## config.mk

```make
export PLATFORM = sky130hd
export DESIGN_NAME = imt_cell
export DESIGN_NICKNAME = d
export VERILOG_FILES = /design/src/hdl/imt_pkg.sv /design/src/hdl/imt_cell.sv
export SDC_FILE = /design/constraint.sdc
export NUM_CORES = 1
export LEC_CHECK = 0
export ABC_AREA = 0
export BUFFER_PORTS_ARGS = -buffer_cell sky130_fd_sc_hd__clkbuf_2
export CAP_MARGIN = 25
export CORE_AREA = 2 2 156 158
export CTS_CLUSTER_DIAMETER = 120
export DETAILED_ROUTE_END_ITERATION = 7
export DIE_AREA = 0 0 158 160
export PLACE_DENSITY = 0.77
export SLEW_MARGIN = 15
export SYNTH_ARGS = -nofsm -noshare
export SYNTH_HDL_FRONTEND = slang
export SYNTH_SLANG_ARGS = --single-unit
```

## constraint.sdc

```tcl
create_clock -name i_clk -period 7.89 [get_ports i_clk]
set_input_delay 0.3945 -clock i_clk [delete_from_list [all_inputs] [get_ports i_clk]]
set_output_delay 0.3945 -clock i_clk [all_outputs]
set_load 0.05 [all_outputs]
```

## src/hdl/imt_pkg.sv

```systemverilog
// shared types and constants for the interval membership table
// holds the table depth, the token passed along the cell chain and the fsm states
// no dependencies
`default_nettype none

package imt_pkg;

    localparam int ENTRIES = 64;
    localparam int IDX_W   = (ENTRIES > 1) ? $clog2(ENTRIES) : 1;
    localparam int DATA_W  = 32;

    localparam logic FUNC_ADD   = 1'b0;
    localparam logic FUNC_QUERY = 1'b1;

    // pass kinds carried by the token
    typedef enum logic [1:0] {
        OP_FIND,
        OP_COMMIT,
        OP_QUERY
    } t_op;

    typedef enum logic [2:0] {
        S_IDLE,
        S_FIND,
        S_COMMIT,
        S_QUERY,
        S_DONE
    } t_state;

    // token walking down the chain, one cell per cycle
    typedef struct packed {
        logic              valid;
        t_op               op;
        logic [DATA_W-1:0] key_a;   // range start, or query value
        logic [DATA_W-1:0] key_b;   // range end
        logic              found;   // free entry found on the find pass
        logic [IDX_W-1:0]  slot;
        logic              s_ok;    // best start candidate so far
        logic [DATA_W-1:0] s_val;
        logic [IDX_W-1:0]  s_idx;
        logic              e_ok;    // best end candidate so far
        logic [DATA_W-1:0] e_val;
        logic [IDX_W-1:0]  e_idx;
    } t_tok;

endpackage

`default_nettype wire

```

## src/hdl/imt_cell.sv

```systemverilog
// one table entry of the interval membership table with its token stage
// depends on imt_pkg
`default_nettype none

module imt_cell
    import imt_pkg::*;
(
    input  wire logic             i_clk,
    input  wire logic             i_rst_n,
    input  wire logic [IDX_W-1:0] i_idx,
    input  wire t_tok             i_tok,
    output t_tok                  o_tok
);

    logic [DATA_W-1:0] r_start;
    logic [DATA_W-1:0] r_end;
    logic              r_slive;
    logic              r_elive;
    t_tok              r_tok;

    t_tok              n_tok;
    logic              n_slive;
    logic              n_elive;
    logic              w_write;

    logic              w_s_match;
    logic              w_e_match;
    logic              w_free;
    logic              w_s_cand;
    logic              w_e_cand;

    assign w_s_match = r_slive && (r_start == i_tok.key_a);
    assign w_e_match = r_elive && (r_end == i_tok.key_b);
    // free once matching older marks would be cleared
    assign w_free    = (!r_slive || w_s_match) && (!r_elive || w_e_match);

    assign w_s_cand = r_slive
                   && ($signed(r_start) <= $signed(i_tok.key_a))
                   && (!i_tok.s_ok || ($signed(r_start) > $signed(i_tok.s_val)));
    assign w_e_cand = r_elive
                   && ($signed(r_end) >= $signed(i_tok.key_a))
                   && (!i_tok.e_ok || ($signed(r_end) < $signed(i_tok.e_val)));

    always_comb begin
        n_tok   = i_tok;
        n_slive = r_slive;
        n_elive = r_elive;
        w_write = 1'b0;
        if (i_tok.valid) begin
            case (i_tok.op)
                OP_FIND: begin
                    if (!i_tok.found && w_free) begin
                        n_tok.found = 1'b1;
                        n_tok.slot  = i_idx;
                    end
                end
                OP_COMMIT: begin
                    if (w_s_match) n_slive = 1'b0;
                    if (w_e_match) n_elive = 1'b0;
                    if (i_tok.slot == i_idx) begin
                        w_write = 1'b1;
                        n_slive = 1'b1;
                        n_elive = 1'b1;
                    end
                end
                OP_QUERY: begin
                    if (w_s_cand) begin
                        n_tok.s_ok  = 1'b1;
                        n_tok.s_val = r_start;
                        n_tok.s_idx = i_idx;
                    end
                    if (w_e_cand) begin
                        n_tok.e_ok  = 1'b1;
                        n_tok.e_val = r_end;
                        n_tok.e_idx = i_idx;
                    end
                end
                default: begin
                    n_tok = i_tok;
                end
            endcase
        end
    end

    always_ff @(posedge i_clk) begin
        if (!i_rst_n) begin
            r_slive     <= 1'b0;
            r_elive     <= 1'b0;
            r_tok.valid <= 1'b0;
        end else begin
            r_slive <= n_slive;
            r_elive <= n_elive;
            r_tok   <= n_tok;
        end
    end

    always_ff @(posedge i_clk) begin
        if (w_write) begin
            r_start <= i_tok.key_a;
            r_end   <= i_tok.key_b;
        end
    end

    assign o_tok = r_tok;

endmodule

`default_nettype wire

```

; After elaboration in Yosys (flattened, before gate mapping)
; Cells that the tools add are included.
[word_totals]
out_inout_bits = 152
reg_bits = 218
in_bits = 160
elab_cells = 60
[op_classes]
reduce_logical = 22
order_cmp = 4
eq_ne = 5
n_mux = 13
[op_table]
columns = cell, n
row1 = 2-to-1 mux 152 bit, 1
row2 = 2-to-1 mux 39 bit, 2
row3 = 2-to-1 mux 78 bit, 1
row4 = == test 32 bit, 2
row5 = greater-or-equal comparator 32 bit, 1
row6 = > comparator 32 bit, 1
row7 = less-or-equal comparator 32 bit, 1
row8 = less-than comparator 32 bit, 1
row9 = 2-to-1 mux 7 bit, 2
row10 = logical AND 1 bit, 8
row11 = 2-to-1 mux 1 bit, 7
row12 = == test 6 bit, 1
row13 = AND reduction 3 bit, 2
row14 = logical NOT 1 bit, 5
row15 = logical OR 1 bit, 4
row16 = nonzero test 2 bit, 2
row17 = == test 2 x 1 -> 1 bit (second input constant), 1
row18 = == test 2 bit (second input constant), 1
row19 = logical NOT 2 bit, 1

; Longest topological paths before layout
[depth]
ltp_word = 8
mapped_depth = 12
mapped_depth_nobuf = 10

; Least setup slack after synthesis
; No wires, ideal clock.
[synth_timing]
path_type = in2reg
from = input port i_idx[3]
to = register r_end[0] (enable)
arrival_time_ns = 6.999
stages = 3
required_ns = 7.239
path_buffers = 0
slack_ns = 0.240
setup_ns = 0.651
cell_sequence = xnor2_1 nand4_1 nor4_1
[synth_between]
elab_chain_cells = 4
[synth_rtl]
columns = item, line_no
row1 = from (decl), imt_cell.sv:10  ; input wire logic [IDX_W-1:0] i_idx,
row2 = == test 6 bit, imt_cell.sv:60  ; if (i_tok.slot == i_idx) begin
row3 = 2-to-1 mux 1 bit, imt_cell.sv:60
row4 = 2-to-1 mux 1 bit, imt_cell.sv:50  ; case (i_tok.op)
row5 = 2-to-1 mux 1 bit, imt_cell.sv:49  ; if (i_tok.valid) begin
row6 = named net w_write, imt_cell.sv:24  ; logic w_write;
row7 = to (signal assigned), imt_cell.sv:100  ; r_end <= i_tok.key_b;
row8 = to (decl), imt_cell.sv:16  ; logic [DATA_W-1:0] r_end;
; The timed path passes the listed nets, and every way through them passes these cells.
; A chain may end at the register's enable or synchronous reset.

==> qor.csv <==
metric,value,unit
IO Count,312,
hold bufs inserted after CTS,0,
Total Wirelength,29000,um
reg2reg start,r_start[11],
simple-gate portion of the synthesized area,5.55,%
initial DRC count,388,
sequential area share after synthesis,58.0,%
VDD IR-drop max,0.184,mV
Final GP Congestion,0.825,
fraction of synthesized area in multiplexers,8.84,%
routed length per instance,19.6,um
met2 WL,14500,um
count of final max-slew check failures,0,
"most common cell after layout, fill and taps aside",clkbuf_2,
Die Area,25300,um2
Final setup violation count,0,
cell taking the most area after synthesis,edfxtp_1,
H-tree Lvls,1,
Final period util,48.4,%
Synth Area in Adders,14.1,%
CP Capture Type,register,
Antenna Diode Count,0,
routed vias/inst,5.17,
Metal-1 WL,11900,um
Synth Flop Type,edfxtp_1,
Crit Path Max Fanout,22,
Hold WS,0.0771,ns
outcome,"complete, no violations",
R2R setup slack,4.07,ns
hold-critical path endpoint,o_tok[132],
hold path start,i_tok[132],
die height,160,um
synthesized area,11200,um2
RR Endpoint,o_tok[43],
TritonCTS clock tree,built,
vias post-DR,7630,
slew of the pin with the lowest slew margin,1.00,ns
R2R cell count,9,
fillers,2017,
CTS-repair resized insts,0,
final hold vios,0,
"Avg Cell Area, Syn",14.0,um2
Syn Nets,1088,
CTS Sinks,218,
Netlist cell types,48,
global-route wire length before repair,42600,um
largest net degree at the start of global routing,82,
Seq cells post-synth,218,
Total Routing Usage GR,22.4,%
largest cells by area after synthesis,"edfxtp_1, ha_1, mux2_2",
Slew headroom,33.2,%
WHS Path Cells,1,
layout cell share with drive strength beyond 1,37.5,%
Core ar.,23800,um2
most frequent cells in the layout,"clkbuf_2, edfxtp_1, ha_1",
Hold Crit Class,in -> reg,
DP HPWL,22300,um
P per Cell Area,212,nW/um2
worst skew pair latency,0.52,ns
min cycle time layout,3.82,ns
"Remaining Overflow, GRT",0,
routed length on met3,2000,um
"Setup Fix Bufs, Post-CTS",0,
NumNets Final,1422,
clock buffer depth,3,
switching share of power,28.2,%
Syn. warnings,0,
worst slack at placement,3.91,ns
critical path launch point type,register,
Initial DRT Pass Iterations,4,
Top Metal Used,met4,
Horiz. Die Dim,158,um
# DRC,0,
fmax,262,MHz
Crit path required time,8.15,ns
switching power of the nets,835,uW
Comb power frac,16.5,%
Seq pwr share,46.2,%
Layout area overhead,24.2,%
final worst slack,4.07,ns
cts bufs inserted,24,
Worst-path clk slew,0.07,ns
WP data arrival,4.08,ns
number of max-cap violations,0,
RSZ-0062 raised after global routing,false,
Antenna Nets Post-Route,0,
"EDFF count, synth",215,
post-synthesis xor/xnor area fraction,2.96,%
Yosys top cell area share,57.5,%
setup_tns,0,ns
asr flop ratio synth,0,%
row count,57,
Synth Area in Compound Gates,6.45,%
cell count after synthesis,801,
initial antenna violation count,0,
final setup skew,0.0158,ns
Clock power frac,37.4,%
clock root cell,clkbuf_16,
critical path class,reg -> reg,
Static Leak,6.26,nW
internal cell power,2.12,mW
vias in the first global route,7674,
port bufs,311,
main combinational cell family by area after synthesis,adder cells,
Initial Util,47.2,%
-- state kept, by name, indices dropped and copies added, names as in the netlist --
name	count
r_start	32
r_end	32
r_elive	1
r_slive	1
o_tok	152
-- routing by layer --
metal / track usage [%] / up-vias
li1: - / 3706
met1: 28.6 / 3639
met2: 38.9 / 245
met3: 4.50 / 40
met4: 5.36 / 0
met5: 0 / -
-- worst max path at each step --
stage                      startpoint   endpoint  slack [ns]  depth (start not counted)
final                     r_start[11]  o_tok[43]        4.07                          9
after global routing      r_start[14]  o_tok[43]        3.72                          9
after global placement     i_tok[131]  o_tok[39]        3.98                         11
after floorplan              i_idx[3]   r_end[0]        0.24                          3
after CTS                 r_start[11]  o_tok[43]        4.00                          9
after detailed placement   i_tok[128]  o_tok[44]        3.91                         11
-- power by group through the flow --
| stage | Clock, mW | Combinational, mW | Sequential, mW |
|---|---|---|---|
| detailed placement | 0 | 0.486 | 1.39 |
| finish | 1.10 | 0.487 | 1.36 |
| global placement | 0 | 0.478 | 1.39 |
| CTS | 1.13 | 0.488 | 1.37 |
| global route | 1.17 | 0.518 | 1.37 |
| floorplan | 0 | 0.0983 | 1.61 |
-- through the flow --
step	total power, mW	std cells	instance area [um2]	utilization (%)
after floorplan	1.71	801	11200	-
after CTS	2.98	1476	13900	58.5
after detailed placement	1.88	1432	13200	55.3
final	2.96	1477	14000	58.6
after global routing	3.06	1477	14000	58.6
after global placement	1.87	1432	13200	55.3
-- cells by family (layout without fill, tap and decap cells) --
group	after synthesis	after routing
compound gates	115	115
mux	82	82
fa+ha+maj	127	127
flops	218	218
buf+inv	107	459
xor+xnor	38	38
simple gates	114	114
-- Yosys cell counts, types with 4 or more instances --
cell type,instances
a211oi_1,5
a21o_1,21
a21oi_1,45
edfxtp_1,215
ha_1,127
inv_1,99
mux2_2,62
mux2_4,19
nand2_1,24
nand3_1,4
nand4_1,32
nor2_1,16
nor2b_1,5
nor3_1,4
nor4_1,14
o211ai_1,6
o21ai_0,21
xnor2_1,4
xor2_1,34
-- final cells by class --
cell class / count / area [um2] / share of cell area [%]
flip-flops and latches: 218 / 6520 / 46.7
multi-input cells: 476 / 4280 / 30.6
repair buffers: 316 / 1620 / 11.6
clock buffers: 33 / 656 / 4.70
well taps: 324 / 405 / 2.91
inverters: 99 / 372 / 2.66
clock inverters: 11 / 108 / 0.771
-- worst max-delay path, cell delays in order, from the launching register on --
cell and delay (ns):
edfxtp_1 0.43, ha_1 0.35, nand4_1 0.20, nor4_1 0.47, nand2_1 0.20, a31oi_1 0.21, o211a_1 0.18, o211a_1 0.72
buf_4 0.42, mux2_2 0.39
Note: power is estimated with default switching activity, not from simulation.
