===== src/hdl/imt_pkg.sv =====
// shared types and constants for the interval membership table
// holds the table depth, the token passed along the cell chain and the fsm states
// no dependencies
`default_nettype none

package imt_pkg;

    localparam int ENTRIES = 64;
    localparam int IDX_W   = (ENTRIES > 1) ? $clog2(ENTRIES) : 1;
    localparam int DATA_W  = 32;

    localparam logic FUNC_ADD   = 1'b0;
    localparam logic FUNC_QUERY = 1'b1;

    // pass kinds carried by the token
    typedef enum logic [1:0] {
        OP_FIND,
        OP_COMMIT,
        OP_QUERY
    } t_op;

    typedef enum logic [2:0] {
        S_IDLE,
        S_FIND,
        S_COMMIT,
        S_QUERY,
        S_DONE
    } t_state;

    // token walking down the chain, one cell per cycle
    typedef struct packed {
        logic              valid;
        t_op               op;
        logic [DATA_W-1:0] key_a;   // range start, or query value
        logic [DATA_W-1:0] key_b;   // range end
        logic              found;   // free entry found on the find pass
        logic [IDX_W-1:0]  slot;
        logic              s_ok;    // best start candidate so far
        logic [DATA_W-1:0] s_val;
        logic [IDX_W-1:0]  s_idx;
        logic              e_ok;    // best end candidate so far
        logic [DATA_W-1:0] e_val;
        logic [IDX_W-1:0]  e_idx;
    } t_tok;

endpackage

`default_nettype wire


===== src/hdl/imt_ctrl.sv =====
// sequencer of the interval membership table: injects tokens, collects them
// at the chain end and holds the result register; depends on imt_pkg
`default_nettype none

module imt_ctrl
    import imt_pkg::*;
(
    input  wire logic                     i_clk,
    input  wire logic                     i_rst_n,
    input  wire logic                     i_valid,
    output logic                          o_ready,
    input  wire logic                     i_func,
    input  wire logic signed [DATA_W-1:0] i_range_low,
    input  wire logic signed [DATA_W-1:0] i_range_high,
    input  wire logic signed [DATA_W-1:0] i_query_value,
    output logic                          o_valid,
    input  wire logic                     i_ready,
    output logic                          o_inside_res,
    output logic                          o_dropped,
    output t_tok                          o_inj,
    input  wire t_tok                     i_tail
);

    t_state r_state;
    t_state n_state;
    t_tok   r_inj;
    t_tok   n_inj;
    logic   r_pend_inside;
    logic   n_pend_inside;
    logic   r_pend_dropped;
    logic   n_pend_dropped;
    logic   r_out_valid;
    logic   r_out_inside;
    logic   r_out_dropped;
    logic   w_out_load;

    // next state
    always_comb begin
        n_state = r_state;
        case (r_state)
            S_IDLE: begin
                if (i_valid) n_state = (i_func == FUNC_QUERY) ? S_QUERY : S_FIND;
            end
            S_FIND: begin
                if (i_tail.valid) n_state = i_tail.found ? S_COMMIT : S_DONE;
            end
            S_COMMIT: begin
                if (i_tail.valid) n_state = S_DONE;
            end
            S_QUERY: begin
                if (i_tail.valid) n_state = S_DONE;
            end
            S_DONE: begin
                if (!r_out_valid || i_ready) n_state = S_IDLE;
            end
            default: n_state = S_IDLE;
        endcase
    end

    // outputs of the sequencer
    always_comb begin
        n_inj          = '0;
        n_pend_inside  = r_pend_inside;
        n_pend_dropped = r_pend_dropped;
        w_out_load     = 1'b0;
        o_ready        = 1'b0;
        case (r_state)
            S_IDLE: begin
                o_ready = 1'b1;
                if (i_valid) begin
                    n_inj.valid = 1'b1;
                    if (i_func == FUNC_QUERY) begin
                        n_inj.op    = OP_QUERY;
                        n_inj.key_a = i_query_value;
                    end else begin
                        n_inj.op    = OP_FIND;
                        n_inj.key_a = i_range_low;
                        n_inj.key_b = i_range_high;
                    end
                end
            end
            S_FIND: begin
                if (i_tail.valid) begin
                    if (i_tail.found) begin
                        n_inj    = i_tail;
                        n_inj.op = OP_COMMIT;
                    end else begin
                        n_pend_inside  = 1'b0;
                        n_pend_dropped = 1'b1;
                    end
                end
            end
            S_COMMIT: begin
                if (i_tail.valid) begin
                    n_pend_inside  = 1'b0;
                    n_pend_dropped = 1'b0;
                end
            end
            S_QUERY: begin
                if (i_tail.valid) begin
                    n_pend_inside  = i_tail.s_ok && i_tail.e_ok
                                  && (i_tail.s_idx == i_tail.e_idx);
                    n_pend_dropped = 1'b0;
                end
            end
            S_DONE: begin
                w_out_load = !r_out_valid || i_ready;
            end
            default: begin
                o_ready = 1'b0;
            end
        endcase
    end

    always_ff @(posedge i_clk) begin
        if (!i_rst_n) begin
            r_state     <= S_IDLE;
            r_inj.valid <= 1'b0;
            r_out_valid <= 1'b0;
        end else begin
            r_state <= n_state;
            r_inj   <= n_inj;
            if (w_out_load) begin
                r_out_valid <= 1'b1;
            end else if (i_ready) begin
                r_out_valid <= 1'b0;
            end
        end
    end

    always_ff @(posedge i_clk) begin
        r_pend_inside  <= n_pend_inside;
        r_pend_dropped <= n_pend_dropped;
        if (w_out_load) begin
            r_out_inside  <= r_pend_inside;
            r_out_dropped <= r_pend_dropped;
        end
    end

    assign o_inj        = r_inj;
    assign o_valid      = r_out_valid;
    assign o_inside_res = r_out_inside;
    assign o_dropped    = r_out_dropped;

endmodule

`default_nettype wire


===== config.mk =====
export PLATFORM = sky130hd
export DESIGN_NAME = imt_ctrl
export DESIGN_NICKNAME = d
export VERILOG_FILES = /design/src/hdl/imt_pkg.sv /design/src/hdl/imt_ctrl.sv
export SDC_FILE = /design/constraint.sdc
export NUM_CORES = 1
export LEC_CHECK = 0
export BUFFER_PORTS_ARGS = -buffer_cell sky130_fd_sc_hd__buf_2
export CAP_MARGIN = 30
export CORE_AREA = 2 2 159 161
export DETAILED_ROUTE_END_ITERATION = 8
export DIE_AREA = 0 0 161 163
export PLACE_DENSITY = 0.54
export SYNTH_ARGS = -nofsm -noshare
export SYNTH_HDL_FRONTEND = slang
export SYNTH_SLANG_ARGS = --single-unit
export TNS_END_PERCENT = 30

===== constraint.sdc =====
create_clock -name i_clk -period 3.96 [get_ports i_clk]
set_input_delay 0.99 -clock i_clk [delete_from_list [all_inputs] [get_ports i_clk]]
set_output_delay 0.99 -clock i_clk [all_outputs]
set_load 0.01 [all_outputs]

# Word-level counts from Yosys, hierarchy flattened
# Index checks and enable logic that the tools add are counted.
# W data, S select, Z words.
[word_totals]
output_inout_bits = 156
word_cells = 69
ff_bits = 160
inputBits = 253
[op_classes]
n_eq_ne = 12
reduce_logical = 14
n_mux = 25
[ops]
columns = ["operator", "n"]
rows = [
  ["$mux W152", 2],
  ["$pmux W67 S2", 1],
  ["$mux W67", 1],
  ["$mux W34", 1],
  ["$mux W32", 1],
  ["$mux W3", 5],
  ["$ne A2 B2 Y1 const B", 6],
  ["$pmux W3 S4", 1],
  ["$mux W1", 10],
  ["$reduce_and A4 Y1", 2],
  ["$eq A3 B2 Y1 const B", 2],
  ["$eq A6 B6 Y1", 1],
  ["$reduce_and A5 Y1", 1],
  ["$reduce_bool A2 Y1", 2],
  ["$eq A3 B1 Y1 const B", 1],
  ["$eq A3 B3 Y1 const B", 1],
  ["$logic_not A3 Y1", 1],
  ["$pmux W1 S3", 1],
  ["$reduce_and A3 Y1", 1],
  ["$reduce_bool A3 Y1", 1],
  ["$logic_and A1 B1 Y1", 2],
  ["$mux W2", 1],
  ["$ne A2 B1 Y1 const B", 1],
  ["$pmux W1 S2", 1],
  ["4 further kinds", 4],
]

# Logic depth before layout (Yosys ltp)
# Gate-level depths: netlist of run 1.
[logic_depth]
ltp_word = 4
depth_mapped = 6
mapped_depth_nobuf = 3

# Worst setup path before layout of run 1
# No wires, ideal clock.
[synth_timing]
path_kind = "input to register"
startpoint = "in i_valid"
endpoint = "reg r_inj, in the netlist o_inj[123], data pin"
t_required_ps = 3699
arrival_time_ps = 1835
path_buffers = 2
path_slack_ps = 1864
cell_stages = 5
cell_sequence = "nor4b_4 nor2b_1 buf_2 buf_2 a221o_1"
[synth_rtl]
columns = ["element", "line_no", "source"]
rows = [
  ["from (decl)", "imt_ctrl.sv:10", "input wire logic i_valid,"],
  ["to (signal assigned)", "imt_ctrl.sv:122", "r_inj <= n_inj;"],
  ["to (decl)", "imt_ctrl.sv:26", "t_tok r_inj;"],
]

==> run_results.csv, run 1 <==
group,metric,value,unit
flow_run,cap_violations,0,
critical_path,worst_ep_arrival_time,2.60,ns
clocking,cts_made_buffers,17,
sta,final_hold_viol_count,0,
route,drt-wirelength-per-cell,16.5,µm
sta,final_max_slew_viol_count,0,
logic_synthesis,netlist_area,6550,µm²
hold_path,min_path_type,"reg2reg",
die,chipHeight,163,µm
placed_design,detailed_place.area,8930,µm²
finish,finish.net_count,1068,
die,dieArea,26200,µm²
global_routing,initial_antenna_violation_count,3,
die,placement_rows,58,
sta,worst-slew-pin-transition,0.779,ns
power_and_ir_drop,p_leak,4.40,nW
sta,unrepaired_setup_endpoints_after_global_routing,"no",
critical_path,register_to_register_path_setup_slack,1.70,ns
clocking,cts_sinks,160,
sta,worst_clk_skew,0.00969,ns
route,drt_iter0_markers,399,
logic_synthesis,synth_top_cells_by_area,"sky130_fd_sc_hd__edfxtp_1 71%, sky130_fd_sc_hd__and2_1 8.1%, sky130_fd_sc_hd__a221o_1 4.9%, sky130_fd_sc_hd__a22o_1 4.3%, sky130_fd_sc_hd__and3_1 3.1%",
logic_synthesis,yosys_warnings,0,
die,io-pin-count,409,
finish,ratio_of_cells_with_drive_above_1_in_the_final_layout,0.541,
sta,maxClockFrequency,429,MHz
sta,timing.final.crit_share,0.589,
critical_path,cp-start-kind,"input port",
critical_path,cp.required,4.23,ns
critical_path,worst_r2r_endpoint,"o_inj[115]",
logic_synthesis,synth_fp_nets,667,
power_and_ir_drop,vdd_ir_drop_max,230,µV
hold_path,min_delay_worst_endpoint,"o_inside_res",
clocking,hold_buffer_count_at_cts,0,
logic_synthesis,synth-main-ff-cell,"sky130_fd_sc_hd__edfxtp_1",
clocking,clk_pin_slew,0.07,ns
finish,postLayoutCellArea,9540,µm²
clocking,worstSkewPairLatency,0.41,ns
logic_synthesis,ys_async_sr_fraction,0,
finish,syn_to_final_growth,45.8,%
logic_synthesis,synthesis.area_per_instance,15.8,µm²
logic_synthesis,synth.top_cell.area_share,0.711,
hold_path,min_delay_path_depth,0,
route,finalWirelength,19100,µm
die,fp.dieW,161,µm
route,drc,0,
placed_design,dpl.hpwl,14100,µm
outcome,outcome,"complete, no violations",
die,start_util,0.265,
sta,maxSlewHeadroom,0.480,
clocking,cts_post_setup_buffers_inserted,0,
critical_path,worst-setup-path-type,"in2reg",
logic_synthesis,synth.yosys.seq_area_share,0.726,
global_routing,combined_global_route_utilization_of_all_metal_layers,0.139,
hold_path,worstHoldStart,"r_pend_inside",
placed_design,place_congestion,0.747,
die,design.core.area,24700,µm²
placed_design,placement.io_buffers,406,
power_and_ir_drop,p_per_area,441,nW/µm²
global_routing,grt_overflow,0,
critical_path,crit-reg2reg-launch,"r_state[2]",
logic_synthesis,postSynthRegisterBits,160,
clocking,cts_resized,0,
clocking,largest_buffer_count_on_any_clock_path,2,
clocking,total_number_of_h_tree_levels,4,
route,route.detailed.vias_per_inst,4.38,
critical_path,worst-r2r-cell-count,4,
sta,finalSetupTns,0,ns
sta,setup_viol,0,
critical_path,timing.critical_path.fanout_max,30,
route,route.antenna.remaining_nets,0,
clocking,cts_root_buffer,"sky130_fd_sc_hd__clkbuf_16",
global_routing,grt_pass1_vias,4777,
clocking,cts_tree,"yes",
critical_path,setup.worst_path.end_class,"flop",
global_routing,maximum_number_of_pins_on_one_net_before_global_route_repair,96,
sta,timing.final.crit_period,2.33,ns
route,drtPass1Iterations,5,
logic_synthesis,synthTopCellsByCount,"155 x sky130_fd_sc_hd__edfxtp_1, 85 x sky130_fd_sc_hd__and2_1, 32 x sky130_fd_sc_hd__a221o_1, 32 x sky130_fd_sc_hd__a22o_1, 32 x sky130_fd_sc_hd__and3_1",
logic_synthesis,library_cells_used_by_synthesis,32,
route,via_count,5083,
logic_synthesis,synthDominantAreaCellType,"sky130_fd_sc_hd__edfxtp_1",
global_routing,global_route_wire_length_before_repair,27900,µm
finish,final.fill_count,2440,
logic_synthesis,synth_most_common_cell,"sky130_fd_sc_hd__edfxtp_1",
logic_synthesis,synth_edf_count,155,
logic_synthesis,gate_count_after_technology_mapping,414,
==> critical path, cell delays in order <==
cell                      delay [ns]
sky130_fd_sc_hd__buf_2          0.11
sky130_fd_sc_hd__nor4b_4        0.20
sky130_fd_sc_hd__nor2b_4        0.70
sky130_fd_sc_hd__buf_4          0.39
sky130_fd_sc_hd__a22o_1         0.19
==> placed cells by master (no fill, tap or decap), types with 4 or more instances in the layout <==
cell type,Yosys,final
sky130_fd_sc_hd__edfxtp_1,155,155
sky130_fd_sc_hd__and3_1,32,32
sky130_fd_sc_hd__a22o_1,32,32
sky130_fd_sc_hd__buf_2,11,405
sky130_fd_sc_hd__xnor2_1,6,6
sky130_fd_sc_hd__inv_6,0,4
sky130_fd_sc_hd__nand2_1,4,4
sky130_fd_sc_hd__and2_1,85,85
sky130_fd_sc_hd__a221o_1,32,32
sky130_fd_sc_hd__buf_4,5,6
sky130_fd_sc_hd__dfxtp_1,5,5
sky130_fd_sc_hd__clkbuf_16,0,17
==> worst max path at each step <==
stage | to | start | slack (ns)
after floorplan | o_inj[123] | i_valid | 1.86
after global placement | o_inj[115] | i_valid | 1.21
after detailed placement | o_inj[115] | i_valid | 1.20
after CTS | o_ready | r_state[2] | 1.61
after global routing | o_ready | r_state[2] | 1.53
final | o_inj[115] | i_valid | 1.63
==> cell type report <==
cell class / count / area (µm²) / share of cell area
Antenna cell: 3 / 7.51 / 0.000787
Clock buffer: 17 / 425 / 0.0446
Clock inverter: 14 / 180 / 0.0189
Inverter: 1 / 3.75 / 0.000393
Multi-Input combinational cell: 221 / 1630 / 0.171
Sequential cell: 160 / 4750 / 0.498
Tap cell: 330 / 413 / 0.0433
Timing Repair Buffer: 414 / 2120 / 0.223
==> stage by stage <==
step	utilization	total power, mW	cells	hold WS (ns)	setup WS, ns
floorplan	-	2.25	414	0.400	1.86
detailed placement	0.362	2.55	1126	0.406	1.20
finish	0.387	4.21	1160	0.426	1.63
global placement	0.362	2.54	1126	0.403	1.21
CTS	0.386	4.28	1157	0.414	1.61
global route	0.387	4.39	1159	0.424	1.53
==> kinds of logic (layout without fill, tap and decap cells) <==
group	after synthesis	after routing	share of synthesized area
AO/OA/AOI/OAI	72	72	0.100
XOR/XNOR	6	6	0.00803
buffers and inverters	33	446	0.0252
flip-flops	160	160	0.726
other	0	3	0
AND/OR/NAND/NOR	143	143	0.140
==> state kept, by name (all words and copies together), names as in the netlist <==
name            count
o_dropped           1
o_inj             152
r_pend_inside       1
o_valid             1
o_inside_res        1
r_pend_dropped      1
r_state             3
==> routing by layer <==
metal	GRT usage	up-vias	routed length (µm)
met1	0.164	2385	7260
met3	0.0433	11	1780
met2	0.244	274	9900
met5	0	-	0
li1	-	2413	-
met4	0.0422	0	193
==> where the power goes <==
group / switching, mW / internal (mW) / leakage, nW
Combinational: 0.257 / 0.238 / 2.48
Clock: 0.708 / 1.00 / 0.286
Sequential: 0.0337 / 1.97 / 1.63
Total: 0.998 / 3.21 / 4.40
No activity file was read; power rests on OpenSTA's default activity.
==> inputs of run 2 (changes only) <==
- ABC_AREA: default -> 1
- CORE_AREA: 2 2 159 161 -> 2 2 157 159
- DIE_AREA: 0 0 161 163 -> 0 0 159 161
- PLACE_DENSITY: 0.54 -> 0.56
- clock period: 3.96 -> 2.4 ns (I/O delays scaled with it)
==> run_results.csv, run 2 <==
group,metric,value,unit
global_routing,initial_antenna_violation_count,3,
die,io-pin-count,409,
logic_synthesis,netlist_area,6720,µm²
finish,syn_to_final_growth,45.3,%
power_and_ir_drop,p_leak,4.98,nW
placed_design,placement.io_buffers,406,
critical_path,register_to_register_path_setup_slack,0.80,ns
power_and_ir_drop,power_frac_seq,0.479,
power_and_ir_drop,clock_power_share,0.383,
clocking,clk_pin_slew,0.07,ns
power_and_ir_drop,switching_power,1.89,mW
logic_synthesis,yosys_warnings,0,
die,design.core.area,24000,µm²
power_and_ir_drop,combinationalPowerShare,0.138,
clocking,cts_made_buffers,17,
critical_path,cp.required,1.80,ns
die,start_util,0.281,
logic_synthesis,synth_top_cells_by_area,"sky130_fd_sc_hd__edfxtp_1 69%, sky130_fd_sc_hd__nand2_1 11%, sky130_fd_sc_hd__inv_1 5.2%, sky130_fd_sc_hd__nor2_1 5.1%, sky130_fd_sc_hd__nand3_1 2.8%",
die,dieArea,25600,µm²
hold_path,min_delay_path_depth,0,
power_and_ir_drop,vdd_ir_drop_max,345,µV
global_routing,combined_global_route_utilization_of_all_metal_layers,0.145,
sta,hold_ws,0.421,ns
clocking,total_number_of_h_tree_levels,4,
critical_path,timing.critical_path.fanout_max,4,
die,fp.dieW,159,µm
placed_design,place_congestion,0.783,
logic_synthesis,synth.top_cell.area_share,0.692,
clocking,cts_root_buffer,"sky130_fd_sc_hd__clkbuf_16",
placed_design,dp_cells,1348,
clocking,cts_post_setup_buffers_inserted,0,
route,drc,0,
route,drt-wirelength-per-cell,13.7,µm
power_and_ir_drop,p_per_area,715,nW/µm²
finish,fin_cells,1383,
critical_path,timing.critical_path.slowest_stage_cell,"sky130_fd_sc_hd__dfxtp_1",
power_and_ir_drop,intPower,5.09,mW
sta,timing.final.crit_share,0.759,
clocking,largest_buffer_count_on_any_clock_path,2,
clocking,cts_tree,"yes",
route,route.detailed.vias_per_inst,4.02,
critical_path,cp-start-kind,"flop",
clocking,cts_resized,0,
global_routing,global_route_wire_length_before_repair,28700,µm
sta,worst_clk_skew,0.0102,ns
global_routing,maximum_number_of_pins_on_one_net_before_global_route_repair,66,
logic_synthesis,postSynthRegisterBits,160,
route,via_count,5560,
sta,final_max_slew_viol_count,0,
logic_synthesis,synth-main-ff-cell,"sky130_fd_sc_hd__edfxtp_1",
logic_synthesis,library_cells_used_by_synthesis,22,
critical_path,critical_path.max_stage_delay,0.33,ns
finish,finish.net_count,1296,
hold_path,min_path_type,"reg2reg",
route,drt_iter0_markers,253,
flow_run,cap_violations,0,
sta,finalSetupTns,0,ns
finish,ratio_of_cells_with_drive_above_1_in_the_final_layout,0.437,
critical_path,worst-setup-path-type,"reg2out",
logic_synthesis,synthTopCellsByCount,"198 x sky130_fd_sc_hd__nand2_1, 155 x sky130_fd_sc_hd__edfxtp_1, 93 x sky130_fd_sc_hd__inv_1",
power_and_ir_drop,switching_share,0.271,
global_routing,grt_overflow,0,
route,route.antenna.remaining_nets,0,
logic_synthesis,synthesis.area_per_instance,10.6,µm²
sta,final_hold_viol_count,0,
finish,final_common_cell,"sky130_fd_sc_hd__buf_2",
sta,maxSlewHeadroom,0.695,
sta,timing.final.crit_period,1.82,ns
sta,maxClockFrequency,549,MHz
logic_synthesis,synth_fp_nets,885,
die,chipHeight,161,µm
logic_synthesis,synthDominantAreaCellType,"sky130_fd_sc_hd__edfxtp_1",
route,finalWirelength,19000,µm
logic_synthesis,synth.yosys.seq_area_share,0.707,
critical_path,worst-r2r-cell-count,8,
clocking,cts_sinks,160,
sta,unrepaired_setup_endpoints_after_global_routing,"no",
critical_path,crit_chain,"inv_2 > nand2_2 > nor2_2 > buf_2",
logic_synthesis,gate_count_after_technology_mapping,632,
logic_synthesis,synth_most_common_cell,"sky130_fd_sc_hd__nand2_1",
clocking,worstSkewPairLatency,0.42,ns
route,drtPass1Iterations,4,
placed_design,dpl.hpwl,14600,µm
die,placement_rows,57,
sta,worst-slew-pin-transition,0.456,ns
logic_synthesis,ys_async_sr_fraction,0,
critical_path,worst_ep_arrival_time,1.22,ns
finish,final.fill_count,2469,
finish,mostFrequentLayoutCells,"405 x sky130_fd_sc_hd__buf_2, 198 x sky130_fd_sc_hd__nand2_1, 155 x sky130_fd_sc_hd__edfxtp_1, 93 x sky130_fd_sc_hd__inv_1, 92 x sky130_fd_sc_hd__nor2_1",
clocking,hold_buffer_count_at_cts,0,
sta,setup_viol,0,
critical_path,setup.worst_path.end_class,"output port",
logic_synthesis,synth_edf_count,155,
global_routing,grt_pass1_vias,5395,
outcome,outcome,"complete, no violations",
finish,max_ffs_per_register,152,
run 2: cell count changes after synthesis, moves of 7 or more:
cell / change
sky130_fd_sc_hd__and3_1: -32
sky130_fd_sc_hd__a22o_1: -32
sky130_fd_sc_hd__and2_1: -85
sky130_fd_sc_hd__nor2_1: +89
sky130_fd_sc_hd__clkbuf_2: -7
sky130_fd_sc_hd__nand2_1: +194
sky130_fd_sc_hd__inv_1: +92
sky130_fd_sc_hd__a221o_1: -32
sky130_fd_sc_hd__nand3_1: +35
run 2: layer usage:
metal,vias up,track usage,share of wire
li1,2830,-,-
met1,2447,0.171,0.41
met2,259,0.251,0.50
met3,24,0.0411,0.071
met4,0,0.0566,0.021
met5,-,0,0
run 2: power groups by stage:
| stage | Sequential [mW] | Clock [mW] | Combinational [mW] |
|---|---|---|---|
| final | 3.35 | 2.67 | 0.966 |
| after global routing | 3.37 | 2.86 | 1.08 |
| after CTS | 3.35 | 2.77 | 0.985 |
| after detailed placement | 3.41 | 0 | 0.985 |
| after global placement | 3.40 | 0 | 0.978 |
| after floorplan | 3.51 | 0 | 0.326 |
run 2: cells by family (layout without fill, tap and decap cells):
group,Yosys count,in the layout,synth area share
other cells,0,3,0
buf+inv,122,546,0.0813
xor+xnor,2,2,0.00261
simple gates,338,338,0.201
flops,160,160,0.707
compound gates,10,10,0.00837
run 2: path summary, 6_finish.rpt:
check                start            to
min reg2reg  r_pend_inside  o_inside_res
max reg2reg     r_state[2]     o_inj[57]
max             r_state[1]       o_ready
min          r_pend_inside  o_inside_res
run 2: final cells by class:
class | instances | area (µm²) | area share
antenna | 3 | 7.51 | 0.000768
sequential | 160 | 4750 | 0.486
inverter | 97 | 364 | 0.0373
clock inverter | 15 | 168 | 0.0172
tap | 324 | 405 | 0.0415
timing repair buffer | 417 | 2220 | 0.227
multi-input combinational | 350 | 1430 | 0.146
clock buffer | 17 | 425 | 0.0435
run 2: critical path: cells and delay by family, from the launching register on:
family / cells / cell delay (ns)
flops: 1 / 0.33
buf+inv: 2 / 0.27
simple gates: 2 / 0.21
run 2: metrics by stage:
stage / cell area (µm²) / worst slack (ns) / util / total power [mW]
3_3_place_gp: 9170 / 0.593 / 0.383 / 4.38
5_1_grt: 9770 / 0.501 / 0.408 / 7.30
4_1_cts: 9770 / 0.553 / 0.408 / 7.11
6_report: 9770 / 0.578 / 0.408 / 6.99
2_1_floorplan: 6720 / 0.990 / - / 3.84
3_5_place_dp: 9170 / 0.596 / 0.383 / 4.39
==> inputs of run 3 (changes only) <==
- CORE_AREA: 2 2 157 159 -> 2 2 160 162
- DIE_AREA: 0 0 159 161 -> 0 0 162 164
- PLACE_DENSITY: 0.56 -> 0.57
- clock period: 2.4 -> 1.5 ns (I/O delays scaled with it)
==> run_results.csv, run 3 (synthesized netlist as in run 2, its figures left out) <==
group,metric,value,unit
route,drc,0,
outcome,outcome,"finished with violations",
power_and_ir_drop,switching_share,0.274,
clocking,clk_pin_slew,0.08,ns
finish,final_common_cell,"sky130_fd_sc_hd__buf_2",
finish,antenna_cells_inserted,0,
route,drt-wirelength-per-cell,14.6,µm
route,drtPass1Iterations,4,
flow_run,cap_violations,0,
sta,finalSetupTns,-0.00104,ns
critical_path,cp.required,1.12,ns
global_routing,global_route_wire_length_before_repair,28400,µm
sta,maxSlewHeadroom,0.800,
placed_design,dp_cells,1388,
placed_design,place_congestion,0.800,
die,io-pin-count,409,
global_routing,maximum_number_of_pins_on_one_net_before_global_route_repair,66,
die,chipHeight,164,µm
global_routing,grt_pass1_vias,5395,
route,drt_iter0_markers,381,
finish,fin_cells,1431,
power_and_ir_drop,switching_power,3.15,mW
route,via_count,5850,
critical_path,setup.worst_path.end_class,"output port",
power_and_ir_drop,p_per_area,1110,nW/µm²
sta,timing.final.ws_setup,-0.00104,ns
sta,timing.final.crit_period,1.50,ns
sta,worst-slew-pin-transition,0.298,ns
hold_path,min_path_type,"in2reg",
clocking,cts_made_buffers,17,
global_routing,grt_overflow,0,
die,dieArea,26600,µm²
sta,maxClockFrequency,666,MHz
finish,max_ffs_per_register,152,
placed_design,placement.io_buffers,406,
critical_path,worst_r2r_endpoint,"o_inj[9]",
power_and_ir_drop,power,11.5,mW
sta,unrepaired_setup_endpoints_after_global_routing,"yes",
power_and_ir_drop,power_frac_seq,0.465,
clocking,cts_root_buffer,"sky130_fd_sc_hd__clkbuf_16",
route,finalWirelength,20900,µm
die,start_util,0.271,
hold_path,min_delay_path_depth,3,
sta,hold_ws,0.209,ns
critical_path,worst-setup-path-type,"reg2out",
die,placement_rows,58,
die,fp.dieW,162,µm
finish,mostFrequentLayoutCells,"404 x sky130_fd_sc_hd__buf_2, 198 x sky130_fd_sc_hd__nand2_1, 155 x sky130_fd_sc_hd__edfxtp_1, 92 x sky130_fd_sc_hd__inv_1, 86 x sky130_fd_sc_hd__nor2_1",
clocking,cts_sinks,160,
outcome,failing_checks,"negative setup slack",
sta,setup_viol,1,
clocking,worstSkewPairLatency,0.43,ns
clocking,cts_tree,"yes",
sta,timing.final.crit_share,1.00,
critical_path,cp-start-kind,"flop",
critical_path,register_to_register_path_setup_slack,0.06,ns
finish,finish.net_count,1341,
hold_path,worstHoldStart,"i_range_high[0]",
power_and_ir_drop,vdd_ir_drop_max,622,µV
finish,syn_to_final_growth,54.0,%
die,design.core.area,24800,µm²
global_routing,initial_antenna_violation_count,1,
critical_path,timing.critical_path.fanout_max,4,
route,route.detailed.vias_per_inst,4.09,
power_and_ir_drop,intPower,8.36,mW
global_routing,combined_global_route_utilization_of_all_metal_layers,0.141,
hold_path,min_delay_worst_endpoint,"o_inj[85]",
power_and_ir_drop,clock_power_share,0.375,
power_and_ir_drop,p_leak,5.28,nW
placed_design,dp_worst_setup_slack,0.0459,ns
sta,worst_clk_skew,0.0121,ns
critical_path,worst_ep_arrival_time,1.13,ns
sta,final_hold_viol_count,0,
critical_path,crit-reg2reg-launch,"r_state[2]",
finish,ratio_of_cells_with_drive_above_1_in_the_final_layout,0.469,
power_and_ir_drop,combinationalPowerShare,0.160,
critical_path,worst-r2r-cell-count,9,
route,route.antenna.remaining_nets,0,
sta,final_max_slew_viol_count,0,
clocking,largest_buffer_count_on_any_clock_path,2,
placed_design,dpl.hpwl,15400,µm
clocking,total_number_of_h_tree_levels,4,
[run 3: routing by layer]
metal | share of wire | global-route usage | wire length (µm)
met1 | 0.39 | 0.165 | 8130
met2 | 0.50 | 0.238 | 10300
met3 | 0.093 | 0.0467 | 1950
met4 | 0.021 | 0.0583 | 430
met5 | 0.00077 | 0 | 16
[run 3: area by class of cell]
| type | count | area (µm²) |
|---|---|---|
| inverters | 97 | 372 |
| clock inverters | 15 | 166 |
| fillers | 2439 | 14500 |
| flip-flops and latches | 160 | 4760 |
| well taps | 330 | 413 |
| multi-input cells | 350 | 1460 |
| repair buffers | 462 | 2760 |
| clock buffers | 17 | 425 |
[run 3: metrics by stage]
step           utilization  cell area, µm²
3_5_place_dp         0.383            9500
4_1_cts              0.407           10100
3_3_place_gp         0.383            9500
2_1_floorplan            -            6720
6_report             0.417           10400
5_1_grt              0.417           10400
[run 3: critical path, cell delays in order, from the launching register on]
cell,delay (ns)
sky130_fd_sc_hd__dfxtp_2,0.35
sky130_fd_sc_hd__inv_2,0.05
sky130_fd_sc_hd__nand2_2,0.06
sky130_fd_sc_hd__nor2_4,0.12
sky130_fd_sc_hd__buf_6,0.12
[run 3: power groups by stage]
stage / logic, mW / registers, mW / clock network (mW)
after global placement: 1.73 / 5.45 / 0
final: 1.84 / 5.36 / 4.32
after CTS: 1.77 / 5.36 / 4.44
after global routing: 2.02 / 5.39 / 4.61
after floorplan: 0.521 / 5.62 / 0
after detailed placement: 1.74 / 5.45 / 0
[run 3: repair_timing]
action | 4_1_cts | 5_1_grt
pin swaps | 0 | 1
hold buffers | 0 | 0
resized for setup | 4 | 19
setup buffers | 1 | 4
gates cloned | 0 | 6
setup endpoints to repair | 1 | 122
[run 3: how the worst max path moves through the flow]
stage / cells after the start / start / endpoint / slack [ns]
after floorplan: 8 / r_state[1] / o_inj[127] / 0.17
after CTS: 4 / r_state[0] / o_ready / -0.007
after global routing: 4 / r_state[0] / o_ready / -0.06
after detailed placement: 7 / r_state[0] / o_inj[139] / 0.05
final: 4 / r_state[0] / o_ready / -0.001
after global placement: 7 / r_state[0] / o_inj[136] / 0.07
